$ cat config.mk
export PLATFORM = sky130hd
export DESIGN_NAME = spc_cover
export DESIGN_NICKNAME = d
export VERILOG_FILES = /design/src/rtl/core/spc_pkg.sv /design/src/rtl/core/spc_cover.sv
export SDC_FILE = /design/constraint.sdc
export NUM_CORES = 1
export LEC_CHECK = 0
export BUFFER_PORTS_ARGS = -buffer_cell sky130_fd_sc_hd__clkbuf_2
export CAP_MARGIN = 20
export CORE_MARGIN = 5
export CORE_UTILIZATION = 25
export DETAILED_ROUTE_END_ITERATION = 10
export MAX_ROUTING_LAYER = met4
export PLACE_DENSITY = 0.46
export SLEW_MARGIN = 0
export SYNTH_ARGS = -nofsm -noshare
export SYNTH_HDL_FRONTEND = slang
export SYNTH_SLANG_ARGS = --single-unit
$ cat constraint.sdc
create_clock -name vclk -period 19.8
set_clock_uncertainty 0.2 [all_clocks]
set_input_delay 0 -clock vclk [all_inputs]
set_output_delay 0 -clock vclk [all_outputs]
set_load 0.02 [all_outputs]
$ cat src/rtl/core/spc_pkg.sv
// spc_pkg: types, register codes and constants for shape_pixel_coverage.
// No dependencies; used by every file under rtl/core.
`timescale 1ns / 1ps
package spc_pkg;

	localparam int unsigned BOARD_COLS_DEF = 80;
	localparam int unsigned BOARD_ROWS_DEF = 25;
	// board dimensions go up to 256, compared in this many bits
	localparam int unsigned BOARD_CMP_W = 9;

	localparam int unsigned COL_W   = 7;
	localparam int unsigned ROW_W   = 5;
	localparam int unsigned CHAR_W  = 8;
	localparam int unsigned COORD_W = 10;
	localparam int unsigned CIRC_W  = 18;   // (2r+1)^2 for r up to 255

	localparam int unsigned CFG_IDX_W  = 3;
	localparam int unsigned CFG_DATA_W = 10;

	localparam logic [CHAR_W-1:0] OUTLINE_CHAR   = 8'h2A;   // '*'
	localparam logic [CHAR_W-1:0] FILL_CHAR_RST  = 8'h2A;

	typedef enum logic [1:0] {
		SHAPE_LINE     = 2'd0,
		SHAPE_SQUARE   = 2'd1,
		SHAPE_TRIANGLE = 2'd2,
		SHAPE_CIRCLE   = 2'd3
	} shape_e_t;

	typedef enum logic [CFG_IDX_W-1:0] {
		REG_SHAPE_KIND   = 3'd0,
		REG_ANCHOR_X     = 3'd1,
		REG_ANCHOR_Y     = 3'd2,
		REG_END_X        = 3'd3,
		REG_END_Y        = 3'd4,
		REG_SIZE         = 3'd5,
		REG_OUTLINE_MODE = 3'd6,
		REG_FILL_CHAR    = 3'd7
	} cfg_reg_e_t;

	typedef struct packed {
		shape_e_t            shape_kind;
		logic [COORD_W-1:0]  anchor_x;
		logic [COORD_W-1:0]  anchor_y;
		logic [COORD_W-1:0]  end_x;
		logic [COORD_W-1:0]  end_y;
		logic [COORD_W-1:0]  size;
		logic                outline_mode;
		logic [CHAR_W-1:0]   fill_char;
		logic [CIRC_W-1:0]   circ_hi;   // (2r+1)^2
		logic [CIRC_W-1:0]   circ_lo;   // (2r-1)^2, zero when r is zero
	} cfg_t;

	typedef struct packed {
		logic [CHAR_W-1:0] out_char;
		logic              covered;
	} result_t;

endpackage

$ cat src/rtl/core/spc_cover.sv
// spc_cover: coverage test of one cell against the configured figure.
// Depends on spc_pkg; purely combinational, sits between the pipeline registers.
`timescale 1ns / 1ps
module spc_cover #(
	parameter int unsigned BOARD_COLS = spc_pkg::BOARD_COLS_DEF,
	parameter int unsigned BOARD_ROWS = spc_pkg::BOARD_ROWS_DEF
) (
	input  spc_pkg::cfg_t                 cfg,
	input  logic [spc_pkg::COL_W-1:0]     cell_col,
	input  logic [spc_pkg::ROW_W-1:0]     cell_row,
	input  logic [spc_pkg::CHAR_W-1:0]    under_char,
	output spc_pkg::result_t              res
);
	import spc_pkg::*;

	function automatic logic in_span(input logic signed [11:0] v,
			input logic signed [11:0] a, input logic signed [11:0] b);
		logic signed [11:0] lo;
		logic signed [11:0] hi;
		lo = (a < b) ? a : b;
		hi = (a < b) ? b : a;
		return (v >= lo) && (v <= hi);
	endfunction

	logic signed [11:0] c, r, ax, ay, ex, ey, n, nm1, dx, dy, adx, rad, ox, oy;
	logic signed [9:0]  ox10, oy10;
	logic signed [19:0] sqx, sqy;
	logic [17:0]        d2;
	logic [19:0]        d4;
	logic               outl, on_board, hit;
	logic               hit_line, hit_sq, hit_tri, hit_circ;
	logic               sq_in, tri_in, circ_in;

	assign c    = {5'b0, cell_col};
	assign r    = {7'b0, cell_row};
	assign ax   = {{2{cfg.anchor_x[9]}}, cfg.anchor_x};
	assign ay   = {{2{cfg.anchor_y[9]}}, cfg.anchor_y};
	assign ex   = {{2{cfg.end_x[9]}}, cfg.end_x};
	assign ey   = {{2{cfg.end_y[9]}}, cfg.end_y};
	assign n    = {{2{cfg.size[9]}}, cfg.size};
	assign nm1  = n - 12'sd1;
	assign dx   = c - ax;
	assign dy   = r - ay;
	assign adx  = dx[11] ? -dx : dx;
	assign outl = cfg.outline_mode;

	assign on_board = ({2'b0, cell_col} < BOARD_CMP_W'(BOARD_COLS)) &&
		({4'b0, cell_row} < BOARD_CMP_W'(BOARD_ROWS));

	// line: horizontal wins when both ends share a row
	always_comb begin
		if (ay == ey)
			hit_line = (r == ay) && in_span(c, ax, ex);
		else if (ax == ex)
			hit_line = (c == ax) && in_span(r, ay, ey);
		else
			hit_line = 1'b0;
	end

	assign sq_in  = (n > 12'sd0) && !dx[11] && (dx < n) && !dy[11] && (dy < n);
	assign hit_sq = sq_in && (!outl || dy == 12'sd0 || dy == nm1 ||
		dx == 12'sd0 || dx == nm1);

	assign tri_in  = (n > 12'sd0) && !dy[11] && (dy < n) && (adx <= dy);
	assign hit_tri = tri_in && (!outl || adx == dy || dy == nm1);

	// circle: offsets from center fit 10 bits whenever the cell is inside the box
	assign rad  = {4'b0, cfg.size[8:1]};
	assign ox   = dx - rad;
	assign oy   = dy - rad;
	assign ox10 = ox[9:0];
	assign oy10 = oy[9:0];
	assign sqx  = 20'(ox10) * 20'(ox10);
	assign sqy  = 20'(oy10) * 20'(oy10);
	assign d2   = {1'b0, sqx[16:0]} + {1'b0, sqy[16:0]};
	assign d4   = {d2, 2'b00};
	assign circ_in  = (n > 12'sd0) && !dx[11] && (dx <= n) && !dy[11] && (dy <= n);
	assign hit_circ = circ_in && (d4 <= {2'b0, cfg.circ_hi}) &&
		(!outl || d4 >= {2'b0, cfg.circ_lo});

	always_comb begin
		unique case (cfg.shape_kind)
			SHAPE_LINE:     hit = hit_line;
			SHAPE_SQUARE:   hit = hit_sq;
			SHAPE_TRIANGLE: hit = hit_tri;
			SHAPE_CIRCLE:   hit = hit_circ;
			default:        hit = 1'b0;
		endcase
	end

	always_comb begin
		res.covered  = hit && on_board;
		res.out_char = under_char;
		if (res.covered)
			res.out_char = outl ? OUTLINE_CHAR : cfg.fill_char;
	end
endmodule

# After elaboration in Yosys (flattened, before gate mapping)
# Index checks and enable logic that the tools add are counted.
[classes]
n_mux = 10
eq_ne = 10
reduce_logical = 33
magnitude_cmp = 16
addsub = 7
multipliers = 2
[op_table]
columns = ["operator", "count"]
rows = [
  ["2-to-1 mux 12 bit", 5],
  ["multiplier 10 x 10 -> 17 bit", 2],
  ["zero test 12 bit", 2],
  ["equality test 11 bit", 2],
  ["<= comparator 11 x 10 -> 1 bit", 2],
  ["less-than comparator 11 x 10 -> 1 bit", 2],
  ["equality test 10 bit", 2],
  ["greater-or-equal comparator 20 x 18 -> 1 bit", 1],
  ["<= comparator 20 x 18 -> 1 bit", 1],
  ["logical AND 1 bit", 20],
  ["less-than comparator 10 bit", 2],
  ["subtractor 10 x 9 -> 10 bit", 2],
  ["adder 17 x 17 -> 18 bit", 1],
  ["2-to-1 mux 8 bit", 2],
  ["equality test 12 x 11 -> 1 bit", 1],
  ["greater-or-equal comparator 6 x 12 -> 1 bit", 1],
  ["greater-or-equal comparator 8 x 12 -> 1 bit", 1],
  ["<= comparator 12 x 11 -> 1 bit", 1],
  ["<= comparator 6 x 12 -> 1 bit", 1],
  ["<= comparator 8 x 12 -> 1 bit", 1],
  ["negator 11 -> 12 bit", 1],
  ["subtractor 10 x 2 -> 11 bit (second input constant)", 1],
  ["subtractor 6 x 10 -> 11 bit", 1],
  ["subtractor 8 x 10 -> 11 bit", 1],
  ["other kinds (12)", 22],
]
[word_totals]
wordCells = 78
out_inout_bits = 9
input_bits = 117
ff_bits = 0

# Depth between registers and ports, before layout
# Gate-level depths: netlist of the first run.
[depth]
ltp_word = 11
depth_mapped = 48
depth_no_buf = 48

# Worst setup path before layout of the first run
# OpenSTA, ideal clock, no wires.
[synth_timing]
path_type = "input -> output"
startpoint = "input port cell_col[0] (netlist name)"
endpoint = "output port res[2] (netlist name)"
n_path_buf = 1
path_stages = 44
slack_ns = 9.282
arrival_ns = 10.318
path_cell_list = "inv_1 -> ha_1 -> inv_1 -> fa_1 -> a211oi_1 -> o21bai_1 -> a21oi_1 -> xnor2_1 -> ha_1 -> or3_1 -> o21ai_0 -> a21oi_1 -> a211o_1 -> xor2_1 -> clkinv_1 -> nand2b_1 -> inv_1 -> fa_1 -> [8 not listed] -> ha_1 -> or3_1 -> o211ai_1 -> xnor2_1 -> ha_1 -> clkbuf_1 -> a21oi_1 -> nand2_1 -> xor2_1 -> ha_1 -> o21ai_0 -> nand3b_1 -> nand4_1 -> nor3_1 -> nand3_1 -> a2111o_1 -> a211oi_4 -> mux2i_1"
[synth_lines]
columns = ["element", "line", "text"]
rows = [
  ["start, declared", "spc_cover.sv:9", "input logic [spc_pkg::COL_W-1:0] cell_col,"],
  ["end, declared", "spc_cover.sv:12", "output spc_pkg::result_t res"],
]

==> results.yml, run 1 <==
worst_setup_path:
  crit_top_cell: "inv_1"
  cp-start-kind: "input pin"
  slowest_stage: "a211oi_4"
  arrival_ns: 12.03
  critPathKind: "in2out"
  crit_fanout: 9
  slowest_delay_ns: 0.77
  crit_start: "cell_col[0]"
  end_kind: "output port"
  cp.required_ns: 19.60
synthesis:
  synth.largest_area_cell: "ha_1"
  ys_seq_area_share_pct: 0
  ys_warn_count: 0
  synth.area.top_cells: "ha_1 25%, fa_1 23%, inv_1 11%, xnor2_1 6.5%, nor2_1 4.4%"
  netlist_instances: 1521
  syn-mean-instance-area_sq_um: 7.82
  synth.distinct_cells: 65
  yosysTopAreaCellShare_pct: 24.8
  synth_area_sq_um: 11900
sta:
  hold_viol: 0
  setup_tns_ns: 0
  rsz0062_at_grt: "no"
  maxSlewHeadroom_pct: 25.0
  tightest_slew_ns: 1.12
  fin_crit_ns: 12.23
  setup_viol: 0
  setup_ws_ns: 7.57
  fin_crit_sh_pct: 61.8
  fmax_ghz: 0.0817
  slew_violations: 0
min_path:
  hold_class: "in2out"
  hp-start: "under_char[5]"
route:
  drt-initial-drc-count: 631
  ant_nets: 0
  routedWlPerCell_um: 14.8
  drc: 0
  via_per_inst: 4.64
  dr.pass1.iters: 5
  finalWirelength_um: 33200
  vias: 10400
global_routing:
  grt_pass1_vias: 10900
  grt_remaining_overflow: 0
  grt_pass1_wl_um: 54500
  antenna_found_initial: 0
  grtUsageTotal_pct: 12.8
  grt_max_degree: 30
final_layout:
  regArea_sq_um: 0
  seq_cell_count: 0
  n_clock_buffer: 0
  antenna_cells: 0
  area_growth_syn_to_layout_pct: 11.5
  finish.utilization_pct: 28.0
  drive_gt1_share_pct: 9.37
  nets: 2125
  fillers: 5186
  finish.instance_area_sq_um: 13200
floorplanning:
  die_width_um: 228
  std_cell_rows: 80
  initial_utilization_pct: 25.1
  core_sq_um: 47300
  die_y_um: 228
  ios: 126
  dieArea_sq_um: 52000
status:
  status: "finished clean"
clock_network:
  ctsHoldBuffers: 0
  postCtsSetupRepairBufs: 0
  cts_resized: 0
placement:
  dp_slack_ns: 7.66
  placed_area_sq_um: 13200
  dpl.hpwl_um: 29800
  gp_congestion: 0.878
  io_buffers: 126
run:
  maxCapViolCount: 0
==> critical path: cells and delay by family <==
kind,cells,cell delay (ns)
xor gates and xnor gates,4,1.58
AOI/OAI and AO/OA,10,2.78
and+or+nand+nor,7,1.25
adders and majority gates,11,4.57
muxes,1,0.41
buffers and inverters,11,1.45
==> through the flow <==
| stage | std cells | hold WS, ns |
|---|---|---|
| floorplan | 1522 | -0.0214 |
| global placement | 2248 | 0.124 |
| detailed placement | 2248 | 0.119 |
| CTS | 2248 | 0.120 |
| global route | 2248 | 0.139 |
| finish | 2248 | 0.117 |
==> cells in the mapped netlist, drive strengths merged (3+ instances only) <==
| master | n |
|---|---|
| nand3b | 3 |
| o21bai | 6 |
| inv | 337 |
| clkinv | 3 |
| o31ai | 6 |
| and3 | 5 |
| a21boi | 9 |
| nand4 | 18 |
| nor3 | 29 |
| mux2i | 16 |
| o22ai | 5 |
| nor2 | 138 |
| a211oi | 17 |
| xor2 | 27 |
| nand2 | 72 |
| buf | 4 |
| ha | 236 |
| mux2 | 8 |
| nor3b | 7 |
| o2111ai | 5 |
| o21ai | 59 |
| a21o | 20 |
| nand2b | 20 |
| a31oi | 11 |
| a21oi | 70 |
| or4 | 9 |
| o211ai | 10 |
| or3 | 8 |
| or2 | 8 |
| and2 | 4 |
| nor4 | 8 |
| nand3 | 29 |
| clkbuf | 15 |
| xnor2 | 89 |
| o21a | 9 |
| fa | 137 |
| a211o | 4 |
| nor2b | 29 |
==> path summary, 6_finish.rpt <==
check,endpoint,slack (ns),depth (start not counted)
setup / recovery,res[7],7.57,44
hold / removal,res[6],0.12,4
==> layout by cell type, fill, tap and decap left out, types with 16 or more instances in the layout <==
cell type,n
nor2b_1,29
nand3_1,29
inv_1,337
ha_1,236
a21o_1,20
nor3_1,29
mux2i_1,16
nor2_1,138
fa_1,137
o21ai_0,58
xnor2_1,87
a211oi_1,16
nand2_1,72
clkbuf_2,126
a21oi_1,70
xor2_1,27
nand4_1,18
nand2b_1,20
==> area by class of cell <==
cell class                      count  area [sq um]  share of cell area [%]
Timing Repair Buffer              130           661                    4.99
Multi-Input combinational cell   1163         10500                    79.6
Inverter                          340          1280                    9.63
Tap cell                          615           769                    5.81
==> kinds of logic after synthesis <==
logic type               after synthesis  synth area share (%)
multiplexers                          24                  2.11
AND/OR/NAND/NOR                      395                  16.2
other                                  1                0.0315
XOR/XNOR                             117                  8.80
adder cells (fa/ha/maj)              373                  47.9
buffers and inverters                359                  11.4
AO/OA/AOI/OAI                        252                  13.6
==> routing by layer <==
metal  GRT usage (%)  vias up  wire length (um)
met5               -        -                 0
met4           0.964        0               255
met3            1.06       18              1500
met2            22.0      232             15500
met1            17.3     4921             15900
li1                -     5250                 -
Power of run 1 is left out: the tool's default activity adds up to more than one toggle a clock period on the data nets, which glitch-free logic cannot reach.
==> inputs of run 2 (changes only) <==
- ABC_AREA: default -> 1
- PLACE_DENSITY: 0.46 -> 0.45
- clock period: 19.8 -> 11.6 ns (I/O delays scaled with it)
==> results.yml, run 2 <==
floorplanning:
  ios: 126
  core_sq_um: 50100
  die_width_um: 235
  initial_utilization_pct: 25.2
  die_y_um: 235
  std_cell_rows: 82
  dieArea_sq_um: 55100
final_layout:
  area_growth_syn_to_layout_pct: 11.4
  regArea_sq_um: 0
  multi_input_area_sq_um: 10800
  fillers: 5669
  nets: 2506
  n_clock_buffer: 0
  drive_gt1_share_pct: 9.78
  mostFrequentLayoutCell: "inv_1"
  mostFrequentLayoutCells: "461 x inv_1, 406 x nand2_1, 236 x ha_1, 151 x nor2_1, 137 x fa_1"
  seq_cell_count: 0
worst_setup_path:
  arrival_ns: 10.36
  cp.required_ns: 11.40
  slowest_stage: "fa_1"
  cp-start-kind: "input pin"
  critPathKind: "in2out"
  slowest_delay_ns: 0.54
  crit_start: "cell_row[0]"
  crit_fanout: 12
  end_kind: "output port"
route:
  drt-initial-drc-count: 497
  dr.pass1.iters: 4
  ant_nets: 0
  via_per_inst: 4.36
  routedWlPerCell_um: 13.1
  finalWirelength_um: 35200
  drc: 0
  vias: 11700
global_routing:
  grtUsageTotal_pct: 13.0
  grt_pass1_vias: 12100
  antenna_found_initial: 3
  grt_max_degree: 31
  grt_pass1_wl_um: 59800
  grt_remaining_overflow: 0
synthesis:
  synth.area.top_cells: "ha_1 23%, fa_1 22%, inv_1 14%, nand2_1 12%, nor2_1 4.5%"
  yosysTopAreaCellShare_pct: 23.4
  yosysMostFrequentCell: "inv_1"
  ys_warn_count: 0
  synth_area_sq_um: 12600
  synth_commonest_cells: "461 x inv_1, 406 x nand2_1, 236 x ha_1, 151 x nor2_1, 137 x fa_1"
  synth.distinct_cells: 49
  synth.largest_area_cell: "ha_1"
  ys_seq_area_share_pct: 0
  netlist_instances: 1896
  syn-mean-instance-area_sq_um: 6.67
sta:
  fmax_ghz: 0.0947
  maxSlewHeadroom_pct: 46.3
  setup_viol: 0
  slew_violations: 0
  fin_crit_ns: 10.56
  fin_crit_sh_pct: 91.0
  rsz0062_at_grt: "no"
  hold_viol: 0
  tightest_slew_ns: 0.804
  setup_tns_ns: 0
placement:
  io_buffers: 126
  dpl.hpwl_um: 32400
  gp_congestion: 0.905
min_path:
  hp-start: "under_char[3]"
  hold_class: "in2out"
run:
  maxCapViolCount: 0
status:
  status: "finished clean"
clock_network:
  ctsHoldBuffers: 0
  cts_resized: 0
  postCtsSetupRepairBufs: 0
[run 2: cell types whose count changed in the layout (fill, tap and decap cells not counted), moves of 14 or more]
cell      delta
a21oi_1     +31
nand2_2     +24
mux2i_1     -14
xor2_1      +18
nand2b_1    -20
a21o_1      -17
xnor2_1     -56
nand3_1     +59
nor2b_1     -29
a211oi_1    -14
inv_1      +124
nand2_1    +334
[run 2: layer usage]
| metal | vias up | global-route usage [%] | part of all wire (%) |
|---|---|---|---|
| met1 | 5416 | 17.6 | 48 |
| met4 | 0 | 1.13 | 1.0 |
| li1 | 6107 | - | - |
| met3 | 14 | 0.809 | 3.2 |
| met2 | 187 | 22.4 | 47 |
| met5 | - | - | 0 |
[run 2: stage by stage]
| stage | hold WS, ns | util (%) | cells | setup slack (ns) | area [sq um] |
|---|---|---|---|---|---|
| after floorplan | -0.0536 | - | 1897 | 2.52 | 12600 |
| after global placement | 0.128 | 28.1 | 2686 | 1.14 | 14100 |
| after detailed placement | 0.144 | 28.1 | 2686 | 1.00 | 14100 |
| after CTS | 0.143 | 28.1 | 2686 | 0.977 | 14100 |
| after global routing | 0.167 | 28.1 | 2688 | 0.114 | 14100 |
| final | 0.138 | 28.1 | 2689 | 1.04 | 14100 |
[run 2: worst paths after layout]
kind                  to  slack (ns)  cells past startpoint
hold / removal    res[4]        0.14                      4
setup / recovery  res[6]        1.04                     53
[run 2: cell type report]
class | count | share of cell area (%)
inverter | 472 | 12.6
antenna | 3 | 0.0533
timing repair buffer | 131 | 4.74
multi-input combinational | 1411 | 76.6
tap | 672 | 5.97
[run 2: cells by family after synthesis]
family,Yosys count,synth area share [%]
AO/OA/AOI/OAI,196,8.43
XOR/XNOR,77,5.40
adder cells (fa/ha/maj),373,45.1
buffers and inverters,486,14.6
multiplexers,2,0.158
other,1,0.0297
AND/OR/NAND/NOR,761,26.3
[run 2: critical path: cells and delay by family]
family                   cells  cell delay (ns)
buffers and inverters       10             1.16
AO/OA/AOI/OAI                6             0.96
AND/OR/NAND/NOR             23             3.11
XOR/XNOR                     3             0.72
adder cells (fa/ha/maj)     11             4.42
Power of run 2 is left out for the same reason.
